### src/hdl/tsi_pkg.sv
// ----------------------------------------------------------------------------
// tsi_pkg
// Shared types and codes for the thermal safety interlock.
// ----------------------------------------------------------------------------
package tsi_pkg;

  // configuration port
  localparam int CFG_ADDR_W = 3;
  localparam int CFG_DATA_W = 32;
  localparam int HOLD_W     = 32;
  localparam int DROP_W     = 11;
  localparam int LIMIT_W    = 8;
  localparam int COUNT_W    = 8;
  // thresholds keep at least this many bits so their reset values fit
  localparam int THR_MIN_W  = 12;

  localparam logic [CFG_ADDR_W-1:0] CFG_TEMP_MAX   = 3'd0;
  localparam logic [CFG_ADDR_W-1:0] CFG_TEMP_MIN   = 3'd1;
  localparam logic [CFG_ADDR_W-1:0] CFG_TEMP_CRIT  = 3'd2;
  localparam logic [CFG_ADDR_W-1:0] CFG_HOLD_MS    = 3'd3;
  localparam logic [CFG_ADDR_W-1:0] CFG_VERIFY_MS  = 3'd4;
  localparam logic [CFG_ADDR_W-1:0] CFG_DROP       = 3'd5;
  localparam logic [CFG_ADDR_W-1:0] CFG_FAIL_LIMIT = 3'd6;

  // commands
  localparam logic [1:0] CMD_CHECK  = 2'd0;
  localparam logic [1:0] CMD_VERIFY = 2'd1;
  localparam logic [1:0] CMD_IO     = 2'd2;
  localparam logic [1:0] CMD_RESET  = 2'd3;

  // safety state
  localparam logic [1:0] ST_OK       = 2'd0;
  localparam logic [1:0] ST_WARN     = 2'd1;
  localparam logic [1:0] ST_SHUTDOWN = 2'd2;

  // shutdown causes
  localparam logic [2:0] SD_NONE    = 3'd0;
  localparam logic [2:0] SD_SENSOR  = 3'd1;
  localparam logic [2:0] SD_BOTH    = 3'd2;
  localparam logic [2:0] SD_OVER    = 3'd3;
  localparam logic [2:0] SD_LOW     = 3'd4;
  localparam logic [2:0] SD_IO      = 3'd5;

  // runaway causes
  localparam logic [2:0] RW_NONE    = 3'd0;
  localparam logic [2:0] RW_RELAY   = 3'd1;
  localparam logic [2:0] RW_RISING  = 3'd2;
  localparam logic [2:0] RW_NO_DROP = 3'd3;
  localparam logic [2:0] RW_IO      = 3'd4;

  // fan modes
  localparam logic [1:0] FAN_NORMAL = 2'd0;
  localparam logic [1:0] FAN_MAX    = 2'd1;
  localparam logic [1:0] FAN_FULL   = 2'd2;

  // latched flags and codes of the interlock
  typedef struct packed {
    logic       shutdown;
    logic       runaway;
    logic [1:0] state;
    logic       low_hold;
    logic [2:0] sd_code;
    logic [2:0] rw_code;
    logic [1:0] fan;
  } flags_t;

endpackage

### src/hdl/tsi_core.sv
// ----------------------------------------------------------------------------
// tsi_core
// Next-state and result logic of the interlock for one word.
// ----------------------------------------------------------------------------
module tsi_core #(
  parameter int TIME_BITS = 32,
  parameter int TEMP_BITS = 12,
  parameter int TH_W      = 12
) (
  input  logic [1:0]                   cmd,
  input  logic signed [TEMP_BITS-1:0]  temp,
  input  logic                         sensor_ok,
  input  logic [tsi_pkg::COUNT_W-1:0]  fused_fail,
  input  logic [tsi_pkg::COUNT_W-1:0]  first_fail,
  input  logic [tsi_pkg::COUNT_W-1:0]  second_fail,
  input  logic [TIME_BITS-1:0]         now_ms,
  input  logic                         relays_ok,
  input  logic signed [TH_W-1:0]       temp_max,
  input  logic signed [TH_W-1:0]       temp_min,
  input  logic signed [TH_W-1:0]       temp_crit,
  input  logic [tsi_pkg::HOLD_W-1:0]   hold_ms,
  input  logic [tsi_pkg::HOLD_W-1:0]   verify_ms,
  input  logic [tsi_pkg::DROP_W-1:0]   verify_drop,
  input  logic [tsi_pkg::LIMIT_W-1:0]  fail_limit,
  input  tsi_pkg::flags_t              cur,
  input  logic [TIME_BITS-1:0]         cur_hold_start,
  input  logic [TIME_BITS-1:0]         cur_stamp,
  input  logic signed [TEMP_BITS-1:0]  cur_ref,
  output tsi_pkg::flags_t              nxt,
  output logic [TIME_BITS-1:0]         hold_start_nxt,
  output logic [TIME_BITS-1:0]         stamp_nxt,
  output logic signed [TEMP_BITS-1:0]  ref_nxt,
  output logic                         relay_req
);
  import tsi_pkg::*;

  localparam int EXT_W = TH_W + 2;
  localparam int CMP_W = (TIME_BITS > HOLD_W) ? TIME_BITS : HOLD_W;

  logic signed [EXT_W-1:0] t_x, tmax_x, tmin_x, tcrit_x, ref_x, drop_x;
  logic signed [EXT_W-1:0] ref_plus, ref_minus;
  logic [TIME_BITS-1:0]    hold_el, verify_el;
  logic                    hold_done, in_window;
  logic                    t_pos, ref_unset;
  logic                    sensor_fail, both_fail, over_temp, low_band, warn_band;
  logic                    sd_fire, rw_fire;
  logic [2:0]              sd_cause, rw_cause;

  assign t_x       = EXT_W'(temp);
  assign tmax_x    = EXT_W'(temp_max);
  assign tmin_x    = EXT_W'(temp_min);
  assign tcrit_x   = EXT_W'(temp_crit);
  assign ref_x     = EXT_W'(cur_ref);
  assign drop_x    = EXT_W'($signed({1'b0, verify_drop}));
  assign ref_plus  = ref_x + drop_x;
  assign ref_minus = ref_x - t_x;

  // elapsed times wrap at the timestamp width
  assign hold_el   = now_ms - cur_hold_start;
  assign verify_el = now_ms - cur_stamp;
  assign hold_done = CMP_W'(hold_el) >= CMP_W'(hold_ms);
  assign in_window = CMP_W'(verify_el) < CMP_W'(verify_ms);

  assign t_pos     = !temp[TEMP_BITS-1] && (|temp);
  assign ref_unset = cur_ref[TEMP_BITS-1] || !(|cur_ref);

  assign sensor_fail = !sensor_ok && (fused_fail >= fail_limit);
  assign both_fail   = (first_fail >= fail_limit) && (second_fail >= fail_limit);
  assign over_temp   = sensor_ok && (t_x >= tmax_x);
  assign low_band    = sensor_ok && (t_x < tcrit_x) && t_pos;
  assign warn_band   = sensor_ok && (t_x < tmin_x) && (t_x >= tcrit_x);

  always_comb begin
    nxt            = cur;
    hold_start_nxt = cur_hold_start;
    stamp_nxt      = cur_stamp;
    ref_nxt        = cur_ref;
    relay_req      = 1'b0;
    sd_fire        = 1'b0;
    sd_cause       = SD_NONE;
    rw_fire        = 1'b0;
    rw_cause       = RW_NONE;

    unique case (cmd)
      CMD_CHECK: begin
        if (!cur.shutdown) begin
          priority if (sensor_fail) begin
            sd_fire  = 1'b1;
            sd_cause = SD_SENSOR;
          end else if (both_fail) begin
            sd_fire  = 1'b1;
            sd_cause = SD_BOTH;
          end else if (over_temp) begin
            sd_fire  = 1'b1;
            sd_cause = SD_OVER;
          end else if (low_band) begin
            if (!cur.low_hold) begin
              nxt.low_hold   = 1'b1;
              hold_start_nxt = now_ms;
              nxt.state      = ST_WARN;
            end else if (hold_done) begin
              sd_fire  = 1'b1;
              sd_cause = SD_LOW;
            end else begin
              nxt.state = ST_WARN;
            end
          end else begin
            nxt.low_hold = 1'b0;
            nxt.state    = warn_band ? ST_WARN : ST_OK;
          end
        end
      end
      CMD_VERIFY: begin
        if (cur.shutdown && !cur.runaway && sensor_ok) begin
          // first valid reading after shutdown only captures the reference
          if (ref_unset) begin
            ref_nxt = temp;
          end else if (in_window) begin
            if ((t_x >= tmax_x) && (t_x > ref_plus)) begin
              rw_fire  = 1'b1;
              rw_cause = RW_RISING;
            end
          end else if (ref_minus < drop_x) begin
            rw_fire  = 1'b1;
            rw_cause = RW_NO_DROP;
          end else begin
            ref_nxt   = temp;
            stamp_nxt = now_ms;
          end
        end
      end
      CMD_IO: begin
        if (!cur.shutdown) begin
          sd_fire  = 1'b1;
          sd_cause = SD_IO;
        end
        rw_fire  = 1'b1;
        rw_cause = RW_IO;
      end
      CMD_RESET: begin
        nxt            = '0;
        hold_start_nxt = '0;
        stamp_nxt      = '0;
        ref_nxt        = '0;
      end
      default: begin
      end
    endcase

    if (sd_fire) begin
      nxt.shutdown = 1'b1;
      nxt.state    = ST_SHUTDOWN;
      nxt.sd_code  = sd_cause;
      nxt.fan      = FAN_MAX;
      relay_req    = 1'b1;
      if (!cur.shutdown) begin
        stamp_nxt = now_ms;
        ref_nxt   = '0;
      end
      // failed relay turn-off takes precedence as the runaway cause
      if (!relays_ok) begin
        rw_fire  = 1'b1;
        rw_cause = RW_RELAY;
      end
    end

    if (rw_fire && !cur.runaway) begin
      nxt.runaway = 1'b1;
      nxt.rw_code = rw_cause;
      nxt.state   = ST_SHUTDOWN;
      nxt.fan     = FAN_FULL;
      relay_req   = 1'b1;
    end
  end

endmodule

### src/hdl/thermal_safety_interlock.sv
// ----------------------------------------------------------------------------
// thermal_safety_interlock
// Shutdown and runaway interlock for a heated chamber.
// ----------------------------------------------------------------------------
// One word in, one result word out. An accepted word sits in the input register
// until the result register can advance; the interlock state and the result
// register then update together on the same edge. A new word can be taken every
// cycle; throughput is limited only by out_stall.
// Configuration writes are expected while no word is in flight.
module thermal_safety_interlock #(
  parameter int TIME_BITS = 32,
  parameter int TEMP_BITS = 12
) (
  input  logic                             clk,
  input  logic                             rst_n,
  input  logic                             in_valid,
  output logic                             in_stall,
  input  logic [1:0]                       in_command,
  input  logic signed [TEMP_BITS-1:0]      in_temperature,
  input  logic                             in_sensor_ok,
  input  logic [tsi_pkg::COUNT_W-1:0]      in_fused_fail_count,
  input  logic [tsi_pkg::COUNT_W-1:0]      in_first_fail_count,
  input  logic [tsi_pkg::COUNT_W-1:0]      in_second_fail_count,
  input  logic [TIME_BITS-1:0]             in_now_ms,
  input  logic                             in_relays_off_ok,
  output logic                             out_valid,
  input  logic                             out_stall,
  output logic [1:0]                       out_safety_state,
  output logic                             out_shutdown_flag,
  output logic                             out_runaway_flag,
  output logic [2:0]                       out_shutdown_cause,
  output logic [2:0]                       out_runaway_cause,
  output logic [1:0]                       out_fan_mode,
  output logic                             out_force_relays_off,
  input  logic                             cfg_we,
  input  logic [tsi_pkg::CFG_ADDR_W-1:0]   cfg_addr,
  input  logic [tsi_pkg::CFG_DATA_W-1:0]   cfg_wdata
);
  import tsi_pkg::*;

  localparam int TH_W = (TEMP_BITS > THR_MIN_W) ? TEMP_BITS : THR_MIN_W;

  // configuration registers
  logic signed [TH_W-1:0]  temp_max_r, temp_min_r, temp_crit_r;
  logic [HOLD_W-1:0]       hold_ms_r, verify_ms_r;
  logic [DROP_W-1:0]       drop_r;
  logic [LIMIT_W-1:0]      fail_limit_r;
  logic signed [TH_W-1:0]  cfg_temp;

  // input register
  logic                        s1_valid_r;
  logic [1:0]                  cmd_r;
  logic signed [TEMP_BITS-1:0] temp_r;
  logic                        ok_r;
  logic [COUNT_W-1:0]          fused_r, first_r, second_r;
  logic [TIME_BITS-1:0]        now_r;
  logic                        relays_ok_r;

  // interlock state
  flags_t                      flags_r, flags_nxt;
  logic [TIME_BITS-1:0]        hold_start_r, hold_start_nxt;
  logic [TIME_BITS-1:0]        stamp_r, stamp_nxt;
  logic signed [TEMP_BITS-1:0] ref_r, ref_nxt;
  logic                        relay_req;

  // result register
  logic                        out_valid_r;
  flags_t                      res_r;
  logic                        res_relay_r;

  logic advance, fire, in_take;

  assign advance  = !out_valid_r || !out_stall;
  assign fire     = s1_valid_r && advance;
  assign in_stall = s1_valid_r && !advance;
  assign in_take  = in_valid && !in_stall;

  assign cfg_temp = TH_W'($signed(cfg_wdata[TEMP_BITS-1:0]));

  always_ff @(posedge clk) begin
    if (!rst_n) begin
      temp_max_r   <= TH_W'(640);
      temp_min_r   <= TH_W'(480);
      temp_crit_r  <= TH_W'(320);
      hold_ms_r    <= 32'd120000;
      verify_ms_r  <= 32'd300000;
      drop_r       <= 11'd16;
      fail_limit_r <= 8'd5;
    end else if (cfg_we) begin
      unique case (cfg_addr)
        CFG_TEMP_MAX:   temp_max_r   <= cfg_temp;
        CFG_TEMP_MIN:   temp_min_r   <= cfg_temp;
        CFG_TEMP_CRIT:  temp_crit_r  <= cfg_temp;
        CFG_HOLD_MS:    hold_ms_r    <= cfg_wdata[HOLD_W-1:0];
        CFG_VERIFY_MS:  verify_ms_r  <= cfg_wdata[HOLD_W-1:0];
        CFG_DROP:       drop_r       <= cfg_wdata[DROP_W-1:0];
        CFG_FAIL_LIMIT: fail_limit_r <= cfg_wdata[LIMIT_W-1:0];
        default: begin
        end
      endcase
    end
  end

  always_ff @(posedge clk) begin
    if (!rst_n) begin
      s1_valid_r <= 1'b0;
    end else if (advance || !s1_valid_r) begin
      s1_valid_r <= in_valid;
    end
  end

  always_ff @(posedge clk) begin
    if (in_take) begin
      cmd_r       <= in_command;
      temp_r      <= in_temperature;
      ok_r        <= in_sensor_ok;
      fused_r     <= in_fused_fail_count;
      first_r     <= in_first_fail_count;
      second_r    <= in_second_fail_count;
      now_r       <= in_now_ms;
      relays_ok_r <= in_relays_off_ok;
    end
  end

  tsi_core #(
    .TIME_BITS (TIME_BITS),
    .TEMP_BITS (TEMP_BITS),
    .TH_W      (TH_W)
  ) u_core (
    .cmd            (cmd_r),
    .temp           (temp_r),
    .sensor_ok      (ok_r),
    .fused_fail     (fused_r),
    .first_fail     (first_r),
    .second_fail    (second_r),
    .now_ms         (now_r),
    .relays_ok      (relays_ok_r),
    .temp_max       (temp_max_r),
    .temp_min       (temp_min_r),
    .temp_crit      (temp_crit_r),
    .hold_ms        (hold_ms_r),
    .verify_ms      (verify_ms_r),
    .verify_drop    (drop_r),
    .fail_limit     (fail_limit_r),
    .cur            (flags_r),
    .cur_hold_start (hold_start_r),
    .cur_stamp      (stamp_r),
    .cur_ref        (ref_r),
    .nxt            (flags_nxt),
    .hold_start_nxt (hold_start_nxt),
    .stamp_nxt      (stamp_nxt),
    .ref_nxt        (ref_nxt),
    .relay_req      (relay_req)
  );

  always_ff @(posedge clk) begin
    if (!rst_n) begin
      flags_r      <= '0;
      hold_start_r <= '0;
      stamp_r      <= '0;
      ref_r        <= '0;
    end else if (fire) begin
      flags_r      <= flags_nxt;
      hold_start_r <= hold_start_nxt;
      stamp_r      <= stamp_nxt;
      ref_r        <= ref_nxt;
    end
  end

  always_ff @(posedge clk) begin
    if (!rst_n) begin
      out_valid_r <= 1'b0;
    end else if (advance) begin
      out_valid_r <= s1_valid_r;
    end
  end

  always_ff @(posedge clk) begin
    if (fire) begin
      res_r       <= flags_nxt;
      res_relay_r <= relay_req;
    end
  end

  assign out_valid            = out_valid_r;
  assign out_safety_state     = res_r.state;
  assign out_shutdown_flag    = res_r.shutdown;
  assign out_runaway_flag     = res_r.runaway;
  assign out_shutdown_cause   = res_r.sd_code;
  assign out_runaway_cause    = res_r.rw_code;
  assign out_fan_mode         = res_r.fan;
  assign out_force_relays_off = res_relay_r;

  // runaway is only ever latched on top of a shutdown
  a_runaway_needs_shutdown: assert property (@(posedge clk) disable iff (!rst_n)
    flags_r.runaway |-> flags_r.shutdown)
    else $error("runaway latched without shutdown");

  a_shutdown_state: assert property (@(posedge clk) disable iff (!rst_n)
    out_valid_r && out_shutdown_flag |-> out_safety_state == ST_SHUTDOWN)
    else $error("shutdown flag with non-shutdown state");

  a_word_delivered: assert property (@(posedge clk) disable iff (!rst_n)
    fire |=> out_valid_r)
    else $error("processed word did not reach the result register");

endmodule
### config.mk
export PLATFORM = sky130hd
export DESIGN_NAME = thermal_safety_interlock
export DESIGN_NICKNAME = d
export VERILOG_FILES = /design/src/hdl/tsi_pkg.sv /design/src/hdl/tsi_core.sv /design/src/hdl/thermal_safety_interlock.sv
export SDC_FILE = /design/constraint.sdc
export NUM_CORES = 1
export LEC_CHECK = 0
export BUFFER_PORTS_ARGS = -buffer_cell sky130_fd_sc_hd__buf_4
export CAP_MARGIN = 20
export CORE_ASPECT_RATIO = 1.25
export CORE_MARGIN = 2
export CORE_UTILIZATION = 61
export DETAILED_ROUTE_END_ITERATION = 7
export GPL_ROUTABILITY_DRIVEN = 0
export PLACE_DENSITY = 0.87
export SLEW_MARGIN = 20
export SYNTH_ARGS = -nofsm -noshare
export SYNTH_HDL_FRONTEND = slang
export SYNTH_SLANG_ARGS = --single-unit
### constraint.sdc
create_clock -name clk -period 7.73 [get_ports clk]
set_input_delay 1.546 -clock clk [delete_from_list [all_inputs] [get_ports clk]]
set_output_delay 1.546 -clock clk [all_outputs]
set_load 0.02 [all_outputs]
==> summary.md, run 1 <==
| Metric | Value |
|---|---|
| Final worst path period need | `6220 ps` |
| # clock sinks | `approximately 300` |
| Clock network power share | `a little under two fifths` |
| Post-synthesis sequential area ratio | `37.3%` |
| # diodes | `0` |
| Worst Hold Depth | `2` |
| Yosys Warn Count | `0` |
| DRT iter0 DRCs | `1005` |
| WL/cell | `about 18 microns` |
| Predominant post-synthesis flop cell | `dfxtp_1` |
| RSZ-0062 raised after global routing | `false` |
| Clock Skew | `~10 ps` |
| Largest net degree at the start of global routing | `90` |
| Synth cell types | `slightly above 80` |
| Crit-path cells | `inv_1 > ha_1 > inv_1 > fa_1 > a211oi_2 > o21ai_0 > a21oi_1 > o21ai_1 > a221oi_1 > o211ai_1 > a31o_2 > a21o_1 > a21oi_1 > xnor2_1 > ha_1 > a21o_1 > a21o_1 > a21oi_1 > o21ai_0 > nand2_1 > a211oi_2 > nor2_1 > nand3_1 > o22ai_1` |
| Relative slew slack | `about 24%` |
| Outcome | `complete, no violations` |
| Peak supply drop | `0.000183 V` |
| Antenna violations before repair | `0` |
| Crit path kind | `flop to flop` |
| Data required time at the worst endpoint | `approximately 8000 ps` |
| Met1 Use GR | `around a third` |
| Post-cts gate resize count | `0` |
| Yosys reg bits | `about 300` |
| First-pass GRT wire length | `approximately 75000 microns` |
| Vias per cell | `~6` |
| Reg2Reg Depth | `24` |
| # nets final | `between 2k and 3k` |
| Leak | `between 8 and 9 nW` |
| Io pins | `about 130` |
| Final hold slack | `450 ps` |
| Final ANT Viol Nets | `0` |
| Worst Hold Class | `flop to flop` |
| Delay-heaviest family, CP | `compound AO/OA/AOI/OAI gates` |
| Max-Cap Viols | `0` |
| Final setup vio count | `0` |
| Root Driver | `clkbuf_16` |
| First-pass DRT Iterations | `6` |
| Internal power | `about 2.8 mW` |
| Fill cells | `2281` |
| Placeable Area | `~30000 sq um` |
| Seq. cell area | `6760 sq um` |
| Post-synth ARST share | `0%` |
| Pwr per Cell Area | `between 150 and 200 nW/um^2` |
| Setup TNS | `0 ps` |
| Worst Path Max Fanout | `11` |
| Clock buffer depth | `3` |
| Seq pwr share | `between 40% and 50%` |
| Routed wire length | `between 40000 and 50000 microns` |
| Row cnt | `70` |
| Routed vias | `about 16k` |
| M2 GR Usage | `between 50% and 60%` |
| Syn Area/Cell | `8.63 sq um` |
| CTS H-tree depth | `1` |
| Tot GR Track Use | `29.9%` |
| Initial core utilization | `62.0%` |
| Setup bufs post-CTS | `0` |
| Setup crit end kind | `flop` |
| Worst Max-Slew Pin Slew | `about 1100 ps` |
| Peak per-stage delay on the critical path | `~600 ps` |
| Worst path depth | `24` |
| Post-place instance area | `between 15000 and 20000 sq um` |
| Sw Share | `~28%` |
| Met3 Use GR | `between 4 and 5%` |
| I/O Buffers | `~130` |
| HPWL Detailed | `about 34000 microns` |
| GRT busiest layer | `met2` |
| Layout cells sized above 1 | `roughly a tenth` |
| Fin. Hold Viols | `0` |
| Register clock-pin slew on the reported worst setup and hold paths | `about 70 ps` |
| Syn_nets | `2450` |
| F_max | `161 MHz` |
| DRC violations left | `0` |
| Fin. max-slew vios | `0` |
| Final critical-path share of the clock period | `about 81%` |
| Multi-input gate area | `~10000 sq um` |
| Comb power frac | `a little under a fifth` |
| Die area | `between 30000 and 40000 sq um` |
| Switch Pwr | `between 1 and 1.5 mW` |
| Layout Area Growth over Synthesis | `12.3%` |
| Buf/Inv on CP | `2` |
| Syn Inst Count | `2100` |
| Die Height | `197 microns` |
| Setup crit start kind | `flop` |
| Clk Latency, worst-skew pair | `~570 ps` |
| Grt ovf | `0` |
| Post-synth EDFFs | `between 80 and 90` |
| Final instance area | `between 20000 and 25000 sq um` |
| CTS tree | `built` |
| Max stage delay cell, worst path | `a221oi_1` |
| Arr. time, crit path | `approximately 6700 ps` |
| Post-CTS Hold Fix Bufs | `0` |
| Vias in the first global route | `15.6k` |
| Cell area after synthesis | `between 15000 and 20000 sq um` |
| DIE WIDTH | `about 160 microns` |
| Cts bufs inserted | `31` |
final cells by class:
cell class | instances | area share (%)
clock buffer | 40 | 4.23
clock inverter | 17 | 0.621
inverter | 235 | 4.35
multi-input combinational | 1510 | 50.3
sequential | 295 | 33.2
tap | 396 | 2.43
timing repair buffer | 133 | 4.91
power by group through the flow:
stage	Combinational [mW]	Clock [mW]	Sequential [mW]
2_1_floorplan	0.491	0	1.72
3_3_place_gp	0.667	0	1.73
3_5_place_dp	0.701	0	1.73
4_1_cts	0.708	1.47	1.70
5_1_grt	0.799	1.54	1.70
6_report	0.717	1.46	1.70
synthesized netlist by cell type, drive strengths merged (8+ instances only):
cell type | instances | share of area (%)
o21ai | 69 | 1.9
a211oi | 21 | 0.95
dfxtp | 210 | 23
xnor2 | 51 | 2.5
o21a | 24 | 1.0
xor2 | 22 | 1.1
nand2b | 20 | 0.73
edfxtp | 85 | 14
a21oi | 232 | 6.4
nand4 | 20 | 0.69
buf | 19 | 0.71
or3 | 8 | 0.28
o31ai | 8 | 0.36
a211o | 11 | 0.53
a21o | 55 | 2.3
o22ai | 11 | 0.41
o211ai | 39 | 1.6
nor3 | 29 | 0.80
nor2 | 76 | 1.6
clkbuf | 41 | 0.85
ha | 234 | 16
a22o | 33 | 1.6
nand3 | 69 | 1.9
o21bai | 13 | 0.54
a31oi | 17 | 0.62
nand2 | 328 | 6.8
nor4 | 10 | 0.35
inv | 234 | 4.8
nor2b | 23 | 0.79
routing by layer:
layer | vias up | part of all wire, %
met5 | - | 0
met4 | 0 | 5.8
met3 | 172 | 5.8
met2 | 564 | 50
met1 | 7402 | 38
li1 | 7603 | -
path summary, 6_finish.rpt:
| kind | start | slack [ps] | end |
|---|---|---|---|
| worst max-delay path | now_r[0] | 1510 | ref_r[1] |
| worst min-delay path | hold_start_r[7] | 450 | hold_start_r[7] |
| worst max register to register | now_r[0] | 1510 | ref_r[1] |
| worst min register to register | hold_start_r[7] | 450 | hold_start_r[7] |
state kept, by name, summed over array words and instances (netlist names), 3 cells and up:
register / count
out_shutdown_cause: 3
ref_r: 12
temp_r: 12
now_r: 32
second_r: 8
temp_max_r: 12
flags_r: 13
out_runaway_cause: 3
stamp_r: 32
verify_ms_r: 32
hold_ms_r: 32
first_r: 8
drop_r: 11
temp_min_r: 12
fused_r: 8
fail_limit_r: 8
hold_start_r: 32
temp_crit_r: 12
tightest hold or removal path: cells and delay by family, from the launching register on:
kind / cells / cell delay (ps)
AO/OA/AOI/OAI: 1 / 50
flip-flops: 1 / 310
AND/OR/NAND/NOR: 1 / 50
cells in the final DEF, fill, tap and decap left out, types with 20 or more instances in the layout:
cell	instances
xnor2_1	51
xor2_1	22
dfxtp_1	210
nand2_1	327
edfxtp_1	85
ha_1	234
nor3_1	28
a21oi_1	232
a22o_1	33
nor2b_1	22
a21o_1	55
buf_4	133
o21ai_0	65
nand4_1	20
o211ai_1	38
clkbuf_16	32
o21a_1	22
nand3_1	67
inv_1	233
nor2_1	76
through the flow:
step / power [mW] / worst slack, ps / instances / utilization [%]
finish: 3.87 / 1510 / 2626 / 69.6
global route: 4.04 / 1080 / 2626 / 69.6
CTS: 3.88 / 1320 / 2626 / 69.5
detailed placement: 2.43 / 1410 / 2569 / 66.2
global placement: 2.39 / 1590 / 2569 / 66.2
floorplan: 2.21 / 2200 / 2100 / -
cells by family after synthesis:
kind of cell             after synthesis  synth area share (%)
AND/OR/NAND/NOR                      619                  15.4
AO/OA/AOI/OAI                        576                  20.6
buffers and inverters                295                  6.43
flip-flops                           295                  37.3
adder cells (fa/ha/maj)              238                  16.6
XOR/XNOR                              73                  3.53
multiplexers                           4                 0.228
No activity file was read; power rests on OpenSTA's default activity.
==> inputs of run 2 (changes only) <==
ABC_AREA = 1   (was not set)
CORE_UTILIZATION = 56   (was 61)
PLACE_DENSITY = 0.85   (was 0.87)
clock period = 5.5 ns   (was 7.73 ns; I/O delays follow)
==> summary.md, run 2 <==
| Metric | Value |
|---|---|
| DRT iter0 DRCs | `between 1.5k and 2k` |
| Max-Cap Viols | `0` |
| Outcome | `complete, no violations` |
| Peak per-stage delay on the critical path | `a little over 400 ps` |
| Initial core utilization | `between 50 and 60%` |
| Reg2Reg Depth | `30` |
| Peak supply drop | `0.000254 V` |
| Area share of the largest cell type after synthesis | `a little over a fifth` |
| Crit-path most repeated cell | `nand3_1` |
| Clock buffer depth | `3` |
| Final critical-path share of the clock period | `about 92%` |
| Die area | `36000 sq um` |
| CTS tree | `built` |
| Final setup vio count | `0` |
| Final ANT Viol Nets | `0` |
| Vias per cell | `5.77` |
| Worst Hold Class | `flop to flop` |
| Cts bufs inserted | `34` |
| Post-synthesis sequential area ratio | `35.0%` |
| Fin. max-slew vios | `0` |
| Relative slew slack | `between 30% and 40%` |
| Largest net degree at the start of global routing | `96` |
| Clock Skew | `~25 ps` |
| Hold endpoint | `verify_ms_r[11]` |
| Worst r2r src | `now_r[0]` |
| Worst r2r dst | `stamp_r[11]` |
| Layout Area Growth over Synthesis | `12.3%` |
| Worst Min Path Start | `verify_ms_r[11]` |
| Synth area leaders | `dfxtp_1 22%, ha_1 15%, edfxtp_1 13%` |
| Io pins | `127` |
| Post-synth EDFFs | `85` |
| Yosys reg bits | `roughly 300` |
| Arr. time, crit path | `about 5500 ps` |
| Synth cell count leaders | `508 x nand2_1, 422 x inv_1, 308 x a21oi_1, 234 x ha_1, 210 x dfxtp_1` |
| WL/cell | `about 17 microns` |
| I/O Buffers | `between 100 and 150` |
| Cell area after synthesis | `between 15000 and 20000 sq um` |
| Area leader, netlist | `dfxtp_1` |
| Vias in the first global route | `~18k` |
| Clk Latency, worst-skew pair | `~540 ps` |
| Row cnt | `76` |
| Die Height | `212 microns` |
| DIE WIDTH | `~170 microns` |
| Syn Inst Count | `~2.6k` |
| # nets final | `just over 3k` |
| HPWL Detailed | `just under 40000 microns` |
| Crit path kind | `flop to flop` |
| Setup crit end kind | `flop` |
| Pwr per Cell Area | `283 nW/um^2` |
| Commonest non-fill, non-tap cell in the layout | `nand2_1` |
| Placeable Area | `~34000 sq um` |
| Setup crit start kind | `flop` |
| Syn_nets | `2937` |
| Data required time at the worst endpoint | `just under 6000 ps` |
| Post-CTS Hold Fix Bufs | `0` |
| Routed vias | `~18k` |
| Routed wire length | `53500 microns` |
| Leak | `10.1 nW` |
| Setup TNS | `0 ps` |
| Antenna violations before repair | `0` |
| Final worst path period need | `just over 5000 ps` |
| Post-synth ARST share | `0%` |
| Most frequent cells in the layout | `508 x nand2_1, 421 x inv_1, 307 x a21oi_1, 234 x ha_1, 210 x dfxtp_1` |
| Worst Max-Slew Pin Slew | `991 ps` |
| Predominant post-synthesis flop cell | `dfxtp_1` |
| Max stage delay cell, worst path | `fa_1` |
| F_max | `slightly below 200 MHz` |
| R2R setup slack | `between 400 and 500 ps` |
| DRC violations left | `0` |
| Root Driver | `clkbuf_16` |
| # clock sinks | `between 200 and 300` |
| Layout cells sized above 1 | `9.15%` |
| RSZ-0062 raised after global routing | `false` |
| # diodes | `0` |
| First-pass GRT wire length | `around 85000 microns` |
| Grt ovf | `0` |
| Worst Hold Depth | `2` |
| Fin util | `a little under two thirds` |
| Syn Area/Cell | `7.47 sq um` |
| CTS H-tree depth | `2` |
| Yosys Warn Count | `0` |
| Most numerous cell in the Yosys netlist | `nand2_1` |
| Tot GR Track Use | `between 20% and 30%` |
| First-pass DRT Iterations | `7` |
| Register clock-pin slew on the reported worst setup and hold paths | `~60 ps` |
| Fin. Hold Viols | `0` |
| Synth cell types | `46` |
| Worst Path Max Fanout | `37` |
run 2: cell types whose count changed in the layout (fill, tap and decap cells not counted), moves of 50 or more:
cell,previous run,this run
nand3_1,67,117
o21ai_0,65,163
nor2_1,76,166
a21oi_1,232,307
inv_1,233,421
nand2_1,327,508
run 2: worst max-delay path: cells and delay by family (launching register included):
kind / cells / cell delay, ps
flip-flops: 1 / 380
buffers and inverters: 3 / 460
adder cells (fa/ha/maj): 3 / 830
AND/OR/NAND/NOR: 19 / 2230
XOR/XNOR: 1 / 200
AO/OA/AOI/OAI: 4 / 870
run 2: worst max-delay path by stage:
stage | from | end | slack [ps] | cells after the start
floorplan | now_r[0] | out_runaway_cause[0] | 1500 | 35
global placement | now_r[0] | stamp_r[0] | 650 | 30
detailed placement | now_r[0] | stamp_r[23] | 420 | 30
CTS | now_r[0] | stamp_r[11] | 350 | 30
global route | now_r[0] | flags_r[6] | 60 | 30
finish | now_r[0] | stamp_r[11] | 420 | 30
run 2: where the power goes:
group	switching, mW	internal [mW]	leakage [nW]
logic	0.882	0.521	6.96
clock network	0.975	1.35	0.561
registers	0.0724	2.35	2.54
run 2: kinds of logic (layout without fill, tap and decap cells):
logic type      after synthesis  count (layout)  synth area share [%]
simple gates                869             869                  18.7
compound gates              598             598                  16.7
buf+inv                     507             629                  10.4
flops                       295             295                  35.0
fa+ha+maj                   238             238                  15.6
xor+xnor                     80              80                  3.63
run 2: stage by stage:
step | hold slack (ps) | power [mW] | instance area [sq um] | instances | setup slack (ps)
after floorplan | 435 | 3.43 | 19300 | 2587 | 1500
after global placement | 444 | 3.76 | 20500 | 3076 | 652
after detailed placement | 452 | 3.83 | 20500 | 3077 | 420
after CTS | 461 | 6.14 | 21700 | 3138 | 353
after global routing | 487 | 6.43 | 21700 | 3138 | 63.7
final | 465 | 6.15 | 21700 | 3138 | 423
run 2: final cells by class:
class	instances	area, sq um
flip-flops and latches	295	6760
repair buffers	141	1070
multi-input cells	1785	10600
clock buffers	41	955
fillers	2851	12500
clock inverters	20	190
inverters	427	1610
well taps	429	537
run 2: what timing repair did:
action	in CTS	in global routing
buffers inserted	0	0
gates resized for setup	0	3
endpoints found under the hold margin	0	0
setup endpoints to repair	0	48
run 2: routing by layer:
metal | GRT usage (%) | part of all wire, % | up-vias
met5 | 0 | 0 | -
met2 | 51.1 | 47 | 825
li1 | - | - | 8713
met1 | 33.4 | 38 | 8344
met3 | 5.09 | 7.8 | 222
met4 | 19.5 | 6.7 | 0
